--- src/rtl/core/smpf_pkg.sv ---
package smpf_pkg;

   localparam int NUMBER_WIDTH = 32;
   localparam int MAX_RESULTS  = 10;

   // Trial divisors never pass the square root of the number, plus one step.
   localparam int DIV_WIDTH    = (NUMBER_WIDTH + 1) / 2 + 1;
   localparam int COUNT_WIDTH  = $clog2(MAX_RESULTS + 1);
   localparam int STEP_WIDTH   = $clog2(NUMBER_WIDTH);

   typedef logic [NUMBER_WIDTH-1:0] number_type;
   typedef logic [DIV_WIDTH-1:0]    divisor_type;

   typedef struct packed {
      number_type  quotient;
      divisor_type remainder;
   } div_result_type;

endpackage

--- src/rtl/core/smpf_divider.sv ---
module smpf_divider
   import smpf_pkg::*;
(
   input  logic           clock,
   input  logic           reset,
   input  logic           div_start,
   input  number_type     div_dividend,
   input  divisor_type    div_divisor,
   output logic           div_done,
   output div_result_type div_result
);

   logic        run_ff, run_in;
   logic        done_ff, done_in;
   logic [STEP_WIDTH-1:0] step_ff, step_in;
   number_type  quo_ff, quo_in;
   divisor_type part_ff, part_in;
   divisor_type den_ff, den_in;

   logic [DIV_WIDTH:0] shifted;
   logic [DIV_WIDTH:0] diff;
   logic               fits;

   always_comb begin
      shifted = {part_ff, quo_ff[NUMBER_WIDTH-1]};
      diff    = shifted - {1'b0, den_ff};
      fits    = (shifted >= {1'b0, den_ff});

      run_in  = run_ff;
      done_in = 1'b0;
      step_in = step_ff;
      quo_in  = quo_ff;
      part_in = part_ff;
      den_in  = den_ff;

      if (div_start) begin
         run_in  = 1'b1;
         step_in = STEP_WIDTH'(NUMBER_WIDTH - 1);
         quo_in  = div_dividend;
         part_in = '0;
         den_in  = div_divisor;
      end else if (run_ff) begin
         quo_in  = {quo_ff[NUMBER_WIDTH-2:0], fits};
         part_in = fits ? diff[DIV_WIDTH-1:0] : shifted[DIV_WIDTH-1:0];
         step_in = step_ff - 1'b1;
         if (step_ff == '0) begin
            run_in  = 1'b0;
            done_in = 1'b1;
         end
      end
   end

   always_ff @(posedge clock) begin
      if (reset) begin
         run_ff  <= 1'b0;
         done_ff <= 1'b0;
      end else begin
         run_ff  <= run_in;
         done_ff <= done_in;
      end
      step_ff <= step_in;
      quo_ff  <= quo_in;
      part_ff <= part_in;
      den_ff  <= den_in;
   end

   assign div_done             = done_ff;
   assign div_result.quotient  = quo_ff;
   assign div_result.remainder = part_ff;

endmodule

--- src/rtl/core/single_multiplicity_prime_factors.sv ---
// Each candidate divisor takes one trial division, plus one per repeated factor; a tail
// state and a flush state then close the transaction. Throughput is one transaction at
// a time. The bit-serial divider computes one quotient bit per cycle.
// Results are one-cycle strobes and the receiver cannot stall them.
// Synchronous active-high reset returns the block to idle with no result pending.
module single_multiplicity_prime_factors
   import smpf_pkg::*;
(
   input  logic       clock,
   input  logic       reset,
   input  logic       start,
   output logic       busy,
   input  number_type req_number,
   output logic       rsp_valid,
   output number_type rsp_factor,
   output logic       rsp_found,
   output logic       rsp_last
);

   localparam logic [2:0] ST_IDLE  = 3'd0;
   localparam logic [2:0] ST_ISSUE = 3'd1;
   localparam logic [2:0] ST_DIV   = 3'd2;
   localparam logic [2:0] ST_TAIL  = 3'd3;
   localparam logic [2:0] ST_FLUSH = 3'd4;

   localparam logic [1:0] TIMES_NONE = 2'd0;
   localparam logic [1:0] TIMES_ONE  = 2'd1;
   localparam logic [1:0] TIMES_MANY = 2'd2;

   logic [2:0]  state_ff, state_in;
   number_type  rem_ff, rem_in;
   divisor_type d_ff, d_in;
   logic [1:0]  times_ff, times_in;
   logic        outer_ff, outer_in;
   logic [COUNT_WIDTH-1:0] count_ff, count_in;
   logic        pend_valid_ff, pend_valid_in;
   number_type  pend_ff, pend_in;
   logic        rsp_valid_ff, rsp_valid_in;
   number_type  rsp_factor_ff, rsp_factor_in;
   logic        rsp_found_ff, rsp_found_in;
   logic        rsp_last_ff, rsp_last_in;

   logic           div_start;
   logic           div_done;
   div_result_type div_result;
   number_type     d_wide;
   logic           push;
   number_type     push_value;

   smpf_divider u_divider (
      .clock        (clock),
      .reset        (reset),
      .div_start    (div_start),
      .div_dividend (rem_ff),
      .div_divisor  (d_ff),
      .div_done     (div_done),
      .div_result   (div_result)
   );

   assign div_start = (state_ff == ST_ISSUE);
   assign d_wide    = {{(NUMBER_WIDTH - DIV_WIDTH){1'b0}}, d_ff};

   always_comb begin
      state_in      = state_ff;
      rem_in        = rem_ff;
      d_in          = d_ff;
      times_in      = times_ff;
      outer_in      = outer_ff;
      count_in      = count_ff;
      pend_valid_in = pend_valid_ff;
      pend_in       = pend_ff;
      rsp_valid_in  = 1'b0;
      rsp_factor_in = rsp_factor_ff;
      rsp_found_in  = rsp_found_ff;
      rsp_last_in   = rsp_last_ff;
      push          = 1'b0;
      push_value    = d_wide;

      case (state_ff)
         ST_IDLE: begin
            if (start) begin
               rem_in        = req_number;
               d_in          = DIV_WIDTH'(2);
               times_in      = TIMES_NONE;
               outer_in      = 1'b1;
               count_in      = '0;
               pend_valid_in = 1'b0;
               state_in      = ST_ISSUE;
            end
         end
         ST_ISSUE: begin
            state_in = ST_DIV;
         end
         ST_DIV: begin
            if (div_done) begin
               if (outer_ff && (d_wide > div_result.quotient)) begin
                  state_in = ST_TAIL;
               end else if (div_result.remainder == '0) begin
                  rem_in   = div_result.quotient;
                  times_in = (times_ff == TIMES_NONE) ? TIMES_ONE : TIMES_MANY;
                  outer_in = 1'b0;
                  state_in = ST_ISSUE;
               end else begin
                  push     = (times_ff == TIMES_ONE);
                  times_in = TIMES_NONE;
                  d_in     = d_ff + 1'b1;
                  outer_in = 1'b1;
                  state_in = ST_ISSUE;
               end
            end
         end
         ST_TAIL: begin
            push       = (rem_ff > NUMBER_WIDTH'(1));
            push_value = rem_ff;
            state_in   = ST_FLUSH;
         end
         ST_FLUSH: begin
            rsp_valid_in  = 1'b1;
            rsp_factor_in = pend_valid_ff ? pend_ff : '0;
            rsp_found_in  = pend_valid_ff;
            rsp_last_in   = 1'b1;
            pend_valid_in = 1'b0;
            state_in      = ST_IDLE;
         end
         default: begin
            state_in = ST_IDLE;
         end
      endcase

      // A factor is held back one step so that the final one can carry the last flag.
      if (push && (count_ff < COUNT_WIDTH'(MAX_RESULTS))) begin
         if (pend_valid_ff) begin
            rsp_valid_in  = 1'b1;
            rsp_factor_in = pend_ff;
            rsp_found_in  = 1'b1;
            rsp_last_in   = 1'b0;
         end
         pend_in       = push_value;
         pend_valid_in = 1'b1;
         count_in      = count_ff + 1'b1;
      end
   end

   always_ff @(posedge clock) begin
      if (reset) begin
         state_ff      <= ST_IDLE;
         pend_valid_ff <= 1'b0;
         rsp_valid_ff  <= 1'b0;
         count_ff      <= '0;
      end else begin
         state_ff      <= state_in;
         pend_valid_ff <= pend_valid_in;
         rsp_valid_ff  <= rsp_valid_in;
         count_ff      <= count_in;
      end
      rem_ff        <= rem_in;
      d_ff          <= d_in;
      times_ff      <= times_in;
      outer_ff      <= outer_in;
      pend_ff       <= pend_in;
      rsp_factor_ff <= rsp_factor_in;
      rsp_found_ff  <= rsp_found_in;
      rsp_last_ff   <= rsp_last_in;
   end

   assign busy       = (state_ff != ST_IDLE);
   assign rsp_valid  = rsp_valid_ff;
   assign rsp_factor = rsp_factor_ff;
   assign rsp_found  = rsp_found_ff;
   assign rsp_last   = rsp_last_ff;

`ifndef SYNTHESIS
   a_empty_is_last: assert property (@(posedge clock) disable iff (reset)
      (rsp_valid && !rsp_found) |-> (rsp_last && (rsp_factor == '0)))
      else $error("empty transaction result is not final or carries a factor");

   a_done_in_wait: assert property (@(posedge clock) disable iff (reset)
      div_done |-> (state_ff == ST_DIV))
      else $error("divider finished outside the wait state");

   a_start_busy: assert property (@(posedge clock) disable iff (reset)
      (start && !busy) |=> busy)
      else $error("accepted transaction did not raise busy");

   a_last_ends: assert property (@(posedge clock) disable iff (reset)
      (rsp_valid && rsp_last) |-> !busy)
      else $error("final result issued while the transaction is still running");
`endif

endmodule

--- config.mk ---
export PLATFORM = sky130hd
export DESIGN_NAME = single_multiplicity_prime_factors
export DESIGN_NICKNAME = d
export VERILOG_FILES = /design/src/rtl/core/smpf_pkg.sv /design/src/rtl/core/smpf_divider.sv /design/src/rtl/core/single_multiplicity_prime_factors.sv
export SDC_FILE = /design/constraint.sdc
export NUM_CORES = 1
export LEC_CHECK = 0
export ABC_AREA = 1
export BUFFER_PORTS_ARGS = -buffer_cell sky130_fd_sc_hd__buf_2
export CORE_MARGIN = 2
export CORE_UTILIZATION = 45
export CTS_CLUSTER_DIAMETER = 60
export CTS_CLUSTER_SIZE = 12
export DETAILED_ROUTE_END_ITERATION = 6
export PLACE_DENSITY = 0.63
export SLEW_MARGIN = 20
export SYNTH_ARGS = -nofsm -noshare
export SYNTH_HDL_FRONTEND = slang
export SYNTH_SLANG_ARGS = --single-unit
export TNS_END_PERCENT = 20
--- constraint.sdc ---
create_clock -name clock -period 4.3 [get_ports clock]
set_clock_uncertainty 0.15 [all_clocks]
set_input_delay 0 -clock clock [delete_from_list [all_inputs] [get_ports clock]]
set_output_delay 0 -clock clock [all_outputs]
set_load 0.01 [all_outputs]
# Yosys cells after proc, flatten, opt, wreduce, memory -nomap -nowiden
# Cells that the tools add are included.
# word_totals
regBits	200
in_bits	35
# op_classes
eq_ne	11
n_bitwise	1
mux	56
add_sub_neg	4
order_cmp	4
reduce_logical	19
# op_table
operator	n
2-to-1 mux 32 bit	10
2-to-1 mux 17 bit	6
one-hot mux 32 bit (2 select lines)	1
one-hot mux 17 bit (2 select lines)	1
> comparator 17 x 32 -> 1 bit	1
> comparator 32 x 1 -> 1 bit, second input constant	1
2-to-1 mux 1 bit	22
greater-or-equal comparator 18 x 17 -> 1 bit	1
adder 17 x 1 -> 17 bit, second input constant	1
logical NOT 17 bit	1
subtractor 17 bit	1
2-to-1 mux 2 bit	6
2-to-1 mux 4 bit	3
one-hot mux 3 bit (4 select lines)	1
AND reduction 5 bit	2
!= test 2 bit, second input constant	4
nonzero test 2 bit	4
== test 3 x 2 -> 1 bit, second input constant	2
2-to-1 mux 3 bit	2
one-hot mux 1 bit (2 select lines)	3
AND reduction 2 bit	3
nonzero test 3 bit	2
logical NOT 5 bit	1
subtractor 5 x 1 -> 5 bit, second input constant	1
other kinds (14)	15

# Longest topological paths before layout
# Gate-level depths: netlist of run 1.
# depth
word_depth	8
ltp_mapped	21
depth_no_buf	20

# By module
# A second synthesis of run 1 with hierarchy kept.
# hier_totals
hier_cells	1274
area_unflattened_um2	10485.1
# modules_own_cells
module	n_inst	area_per_inst_um2	seq_area_each_um2	cells_per_inst
single_multiplicity_prime_factors	1	6307.3	3383.2	730
smpf_divider	1	4177.8	1951.9	544

# Least setup slack after synthesis of run 1
# Ideal clock, no wire load.
# synth_path
path_kind	reg-to-reg
start	register d_ff[7]
end	register rem_ff[0] (enable)
t_required_ns	3.718
n_path_buf	0
path_stages_with_launch	12
t_arrival_ns	3.012
period_less_slack_ns	3.594
setup_time_ns	0.432
setup_slack_ns	0.706
cell_sequence	edfxtp_1 > ha_1 > a21o_1 > nor2_1 > nand2_1 > nand2_1 > nand2_1 > nand2_1 > nand2_1 > nand3_1 > nand2_1 > a21oi_1
# synth_via
elab_chain_len	4
# synth_rtl
item	line	text
start, declared	single_multiplicity_prime_factors.sv:32	divisor_type d_ff, d_in;
start signal, assigned	single_multiplicity_prime_factors.sv:157	d_ff <= d_in;
> comparator 17 x 32 -> 1 bit	single_multiplicity_prime_factors.sv:96	if (outer_ff && (d_wide > div_result.quotient)) begin
logical AND 1 bit	single_multiplicity_prime_factors.sv:96	
!= test 2 bit (no line)	n/a	
AND reduction 5 bit (no line)	n/a	
end signal, assigned	single_multiplicity_prime_factors.sv:156	rem_ff <= rem_in;
end, declared	single_multiplicity_prime_factors.sv:31	number_type rem_ff, rem_in;
# Every way passes these cells.
# A chain may end at the register's enable or synchronous reset.

# Worst setup path after layout of run 1
# layout_path
start	register d_ff[7]
end	register rem_ff[30] (enable)
# The elaborated chain is that of the path after synthesis.

==> results of run 1 <==
## flip-flops by register name, summed over array words and instances, names as in the netlist, 3 cells and up
register / cells
rsp_factor: 32
rem_ff: 32
pend_ff: 32
state_ff: 3
count_ff: 4
d_ff: 17
u_divider.quo_ff: 32
u_divider.den_ff: 17
u_divider.part_ff: 17
u_divider.step_ff: 5
## cell usage after synthesis, types with 4 or more instances
cell type,n,area share (%)
a21oi_1,43,2.2
buf_2,6,0.31
clkbuf_1,31,1.2
dfxtp_1,67,14
edfxtp_1,133,41
ha_1,37,4.7
inv_1,111,4.2
inv_2,7,0.27
nand2_1,312,12
nand2_2,5,0.32
nand3_1,24,1.2
nand4_1,12,0.76
nor2_1,63,2.4
nor2_2,5,0.32
nor3_1,17,0.87
nor3_2,5,0.51
nor4_1,11,0.70
o211ai_1,13,0.99
o21ai_0,132,6.7
o21ai_1,36,1.8
or2_2,4,0.25
xnor2_1,7,0.62
xor2_1,9,0.80
## power groups by stage
stage | clock [mW] | combinational (mW) | sequential (mW)
after floorplan | 0 | 1.32 | 2.78
after detailed placement | 0 | 1.80 | 2.86
after global routing | 1.74 | 2.11 | 2.87
final | 1.64 | 1.85 | 2.82
after CTS | 1.68 | 1.84 | 2.82
after global placement | 0 | 1.79 | 2.86
## metrics by stage
stage | setup WS [ns] | power [mW]
final | 1.378 | 6.313
after global routing | 1.143 | 6.718
after CTS | 1.410 | 6.338
after detailed placement | 1.460 | 4.661
after global placement | 1.495 | 4.647
after floorplan | 0.7057 | 4.101
## worst max path at each step
stage,endpoint,cells after the start,start
final,rem_ff[30]$_DFFE_PP_,10,d_ff[7]$_SDFFCE_PN0P_
after global routing,rsp_factor[28]$_DFF_P_,12,d_ff[7]$_SDFFCE_PN0P_
after CTS,rsp_factor[20]$_DFF_P_,12,d_ff[7]$_SDFFCE_PN0P_
after detailed placement,rsp_factor[20]$_DFF_P_,12,d_ff[7]$_SDFFCE_PN0P_
after global placement,rem_ff[29]$_DFFE_PP_,11,d_ff[11]$_SDFFCE_PN0P_
after floorplan,rem_ff[0]$_DFFE_PP_,11,d_ff[7]$_SDFFCE_PN0P_
## layer usage
metal	GRT usage [%]	wire length [um]
met1	31.23	11200
met2	32.16	10680
met3	3.114	1327
met4	5.694	361
met5	0	0
## kinds of logic (layout without fill, tap and decap cells)
logic type	count (synthesis)	in the layout	share of synthesized area (%)
simple gates	467	467	20.23
xor+xnor	16	16	1.428
compound gates	236	236	12.67
flops	200	200	54.35
fa+ha+maj	38	38	4.920
buf+inv	163	266	6.411
## critical path, delay by kind of cell, from the launching register on
family,cells,cell delay (ns)
buffers and inverters,1,0.41
AND/OR/NAND/NOR,6,0.81
AO/OA/AOI/OAI,2,0.32
flip-flops,1,0.51
adder cells (fa/ha/maj),1,0.35
## final cells by class
class	count	area, sq um	share of cell area, %
flip-flops and latches	200	5335	46.79
multi-input cells	757	3881	34.04
repair buffers	115	773.2	6.782
inverters	119	446.7	3.917
clock buffers	17	425.4	3.731
well taps	280	350.3	3.073
clock inverters	15	190.2	1.668
## repair_timing
| action | in CTS | in global routing |
|---|---|---|
| buffers inserted | 0 | 0 |
| endpoints found under the hold margin | 43 | 0 |
| endpoints found under the setup margin | 0 | 0 |
| gates resized for setup | 0 | 0 |
| hold buffers | 34 | 0 |
==> results.json, run 1 <==
{
  "worst_hold_slack_ns": 0.2122,
  "post-route-min-period_ns": 2.922,
  "h-tree-depth": 4,
  "clkLatencyLatePin_ns": 0.45,
  "cap_violations": 0,
  "cts.clk_slew.worst_paths_ns": 0.09,
  "cts_root_buffer": "clkbuf_16",
  "filler_cell_count": 2023,
  "fin_util_pct": 52.74,
  "fmax_ghz": 0.3423,
  "maxSlewHeadroom_pct": 45.67,
  "netlist_instances": 1120,
  "p_per_area_mw_per_mm2": 553.7,
  "postSynthAreaPerCell_sq_um": 8.765,
  "min_from": "req_number[23]",
  "grt_max_degree": 82,
  "diodes": 0,
  "post_dp_cell_area_sq_mm": 0.01044,
  "grt_pass1_wl_um": 37210,
  "r2r_end": "rem_ff[30]$_DFFE_PP_",
  "hold_violations": 0,
  "hpwl_um": 16220,
  "pwr-share-clk_pct": 25.9,
  "critPathArrivalTime_ns": 2.87,
  "final_cell_mix": "nand2_1, edfxtp_1, o21ai_0",
  "worst_pin_slew_ns": 0.8150,
  "drc": 0,
  "cp_slowest_cell": "edfxtp_1",
  "reg2reg_from": "d_ff[7]$_SDFFCE_PN0P_",
  "row_count": 54,
  "final_cells": 1503,
  "cts_sinks": 200,
  "p_switching_mw": 2.355,
  "reg2reg_depth": 10,
  "worst_setup_path_start_kind": "flop",
  "cp_max_fo": 29,
  "grt_usage_pct": 21.02,
  "ys_types": 44,
  "fin_setup_tns_ns": 0,
  "rsz0062_at_grt": "no",
  "p_int_mw": 3.959,
  "required_ns": 4.25,
  "die-area_sq_mm": 0.02301,
  "ys_ff_latch": 200,
  "num_vias": 7769,
  "ctsLongestPathBuffers": 2,
  "antenna_found_initial": 0,
  "synthToLayoutAreaGrowth_pct": 16.15,
  "slowest_delay_ns": 0.51,
  "syn_area_sq_mm": 0.009817,
  "leakage_nw": 4.705,
  "path_cells": "ha_1 > nand2_1 > nor2_1 > nand4_1 > nor3_1 > a21oi_1 > nand3_1 > nand2_1 > a21oi_4 > buf_4",
  "die_w_um": 151.7,
  "stdcell_area_sq_mm": 0.01140,
  "swShare_pct": 37.29,
  "drive_gt1_share_pct": 12.18,
  "slew_viol_final": 0,
  "grt_pass1_vias": 7109,
  "setup_viol": 0,
  "port_buffers": 70,
  "synth_edf_count": 133,
  "coreArea_sq_mm": 0.02162,
  "fin_nets": 1283,
  "routed_via_density": 5.169,
  "io_pins": 71,
  "syn_nets": 1193,
  "p_seq_share_pct": 44.7,
  "status": "complete, no violations",
  "whs_path_depth": 4,
  "dp_cells": 1437,
  "die_h_um": 151.7,
  "dr.pass1.iters": 6,
  "ys_warn_count": 0,
  "grt_overflow": 0,
  "synth-main-ff-cell": "edfxtp_1",
  "route.antenna.remaining_nets": 0,
  "ir_worst_vdd_mv": 0.2968,
  "cp-end-kind": "flop",
  "crit_type": "reg2reg",
  "routed_wl_um": 23570,
  "hold_path_class": "in2reg",
  "gp_congestion": 0.8596,
  "cts_tree": "yes",
  "fin_crit_sh_pct": 67.95,
  "cts_buffers": 17,
  "initial_core_util_pct": 45.41,
  "async_flop_share_pct": 0,
  "power_frac_comb_pct": 29.4,
  "first_iter_violations": 632,
  "synth-seq-area-share_pct": 54.35,
  "final_common_cell": "nand2_1",
  "holdPathEnd": "rem_ff[23]$_DFFE_PP_",
  "cp_common_cell": "nand2_1",
  "wl_per_cell_um": 15.68,
  "rrSetupSlack_ns": 1.38
}
Power figures use the tool's default switching activity.
==> run 2, diff against run 1 <==
- clock period: 4.3 -> 2.7 ns (I/O delays scaled with it)
==> run 2 against run 1 <==
  * Via count grew 0.90%
  * Global-route usage grew 0.26 points
  * Register-to-register slack lost 1.2 ns
  * Critical endpoint is now rem_ff[7]$_DFFE_PP_
  * Critical path depth is the same
  * Maximum frequency grew 14%
  * Highest routed layer unchanged
  * First-iteration DRC count grew 14%
==> results.json, run 2 (same netlist as run 1, synthesis figures left out) <==
{
  "reg2reg_depth": 10,
  "cp-end-kind": "flop",
  "grt_usage_pct": 21.27,
  "leakage_nw": 4.825,
  "gp_congestion": 0.8599,
  "die-area_sq_mm": 0.02301,
  "antenna_found_initial": 0,
  "final_common_cell": "nand2_1",
  "cp_max_fo": 32,
  "row_count": 54,
  "diodes": 0,
  "fin_util_pct": 53.79,
  "cts_root_buffer": "clkbuf_16",
  "first_iter_violations": 723,
  "grt_pass1_vias": 7147,
  "regArea_sq_mm": 0.005335,
  "cts.clk_slew.worst_paths_ns": 0.08,
  "holdPathEnd": "rem_ff[16]$_DFFE_PP_",
  "required_ns": 2.69,
  "dr.pass1.iters": 5,
  "cap_violations": 0,
  "cts_buffers": 17,
  "min_from": "req_number[16]",
  "maxSlewHeadroom_pct": 53.75,
  "path_cells": "ha_1 > nand2_1 > nor2_2 > nand4_1 > nor3_2 > a21oi_2 > nand3_1 > nand2_1 > a21oi_4 > buf_12",
  "grt_pass1_wl_um": 37890,
  "ir_worst_vdd_mv": 0.4201,
  "post-route-min-period_ns": 2.556,
  "cp_top_family": "simple AND/OR/NAND/NOR gates",
  "post_dp_cell_area_sq_mm": 0.01068,
  "synthToLayoutAreaGrowth_pct": 18.47,
  "drc": 0,
  "h-tree-depth": 4,
  "rsz0062_at_grt": "yes",
  "fmax_ghz": 0.3912,
  "r2r_end": "rem_ff[7]$_DFFE_PP_",
  "worst_pin_slew_ns": 0.6937,
  "whs_path_depth": 4,
  "wl_per_cell_um": 15.66,
  "initial_core_util_pct": 45.41,
  "route.antenna.remaining_nets": 0,
  "drive_gt1_share_pct": 13.95,
  "grt_max_degree": 82,
  "routed_via_density": 5.134,
  "coreArea_sq_mm": 0.02162,
  "die_h_um": 151.7,
  "stdcell_area_sq_mm": 0.01163,
  "hpwl_um": 16650,
  "grt_overflow": 0,
  "fin_nets": 1307,
  "die_w_um": 151.7,
  "hold_path_class": "in2reg",
  "fin_crit_sh_pct": 94.68,
  "reg2reg_from": "d_ff[7]$_SDFFCE_PN0P_",
  "multiInputGateArea_sq_mm": 0.003891,
  "worst_setup_path_start_kind": "flop",
  "p_per_area_mw_per_mm2": 869.7,
  "filler_cell_count": 1998,
  "critPathArrivalTime_ns": 2.54,
  "io_pins": 71,
  "worst_hold_slack_ns": 0.2186,
  "slew_viol_final": 0,
  "port_buffers": 70,
  "setup_viol": 0,
  "fin_setup_tns_ns": 0,
  "cp_common_cell": "nand2_1",
  "routed_wl_um": 23910,
  "clkLatencyLatePin_ns": 0.45,
  "cp_slowest_cell": "edfxtp_1",
  "cts_tree": "yes",
  "crit_type": "reg2reg",
  "final_cell_mix": "nand2_1, edfxtp_1, o21ai_0",
  "slowest_delay_ns": 0.41,
  "status": "complete, no violations",
  "cts_sinks": 200,
  "crit_buf_inv": 1,
  "rrSetupSlack_ns": 0.14,
  "ctsLongestPathBuffers": 2,
  "num_vias": 7839,
  "hold_violations": 0
}
==> run 2: cell count changes in the layout (fill, tap and decap cells not counted), sizes merged <==
| cell | previous run | this run |
|---|---|---|
| inv | 128 | 123 |
| clkbuf | 17 | 19 |
| buf | 81 | 105 |
| clkinv | 5 | 8 |
==> run 2: power by group <==
group | internal (mW) | leakage (nW) | switching, mW | total, mW
Combinational | 1.11 | 2.72 | 2.08 | 3.19
Sequential | 4.04 | 1.83 | 0.401 | 4.45
Clock | 1.23 | 0.277 | 1.25 | 2.48
==> run 2: cell type report <==
class | count | share of cell area [%]
repair buffers | 139 | 8.908
clock inverters | 13 | 1.151
multi-input cells | 757 | 33.46
inverters | 119 | 3.873
flip-flops and latches | 200 | 45.87
clock buffers | 19 | 3.722
well taps | 280 | 3.012
==> run 2: worst max path at each step <==
stage                                      start                   endpoint  slack [ns]  cells after the start
after global placement     d_ff[6]$_SDFFCE_PN0P_  pend_ff[17]$_SDFFCE_PN0P_        0.21                     12
after detailed placement   d_ff[7]$_SDFFCE_PN0P_  pend_ff[17]$_SDFFCE_PN0P_         0.1                     12
after floorplan            d_ff[7]$_SDFFCE_PN0P_      d_ff[0]$_SDFFCE_PN0P_       -0.04                     11
final                      d_ff[7]$_SDFFCE_PN0P_        rem_ff[7]$_DFFE_PP_        0.14                     10
after CTS                  d_ff[7]$_SDFFCE_PN0P_  pend_ff[22]$_SDFFCE_PN0P_        0.07                     12
after global routing      d_ff[11]$_SDFFCE_PN0P_   count_ff[1]$_SDFFE_PP0P_       -0.02                     14
==> run 2: tightest hold or removal path, cell delays in order <==
cell and delay [ns]:
dlygate4sd3_1 0.52, buf_2 0.09, nand2_1 0.04, o21ai_0 0.05
==> run 2: per-stage QoR <==
step	power, mW	setup slack (ns)	std cells
global route	10.78	-0.01603	1527
finish	10.11	0.1437	1527
CTS	10.13	0.06919	1525
global placement	7.561	0.2133	1459
floorplan	6.546	-0.04395	1120
detailed placement	7.613	0.09511	1459
==> run 2: metal layers <==
layer  global-route usage [%]  share of wire (%)  vias up
met3                    3.234                5.4       25
met1                    32.10                 49     3590
met4                    5.093                1.2        0
met5                        0                  0        -
met2                    32.21                 45      217
li1                         -                  -     4007
==> run 2: repair_timing <==
item,in CTS,in global routing
endpoints found under the setup margin,0,116
buffers inserted,0,2
gates resized for setup,0,6
hold endpoints to repair,43,0
hold buffers,34,0
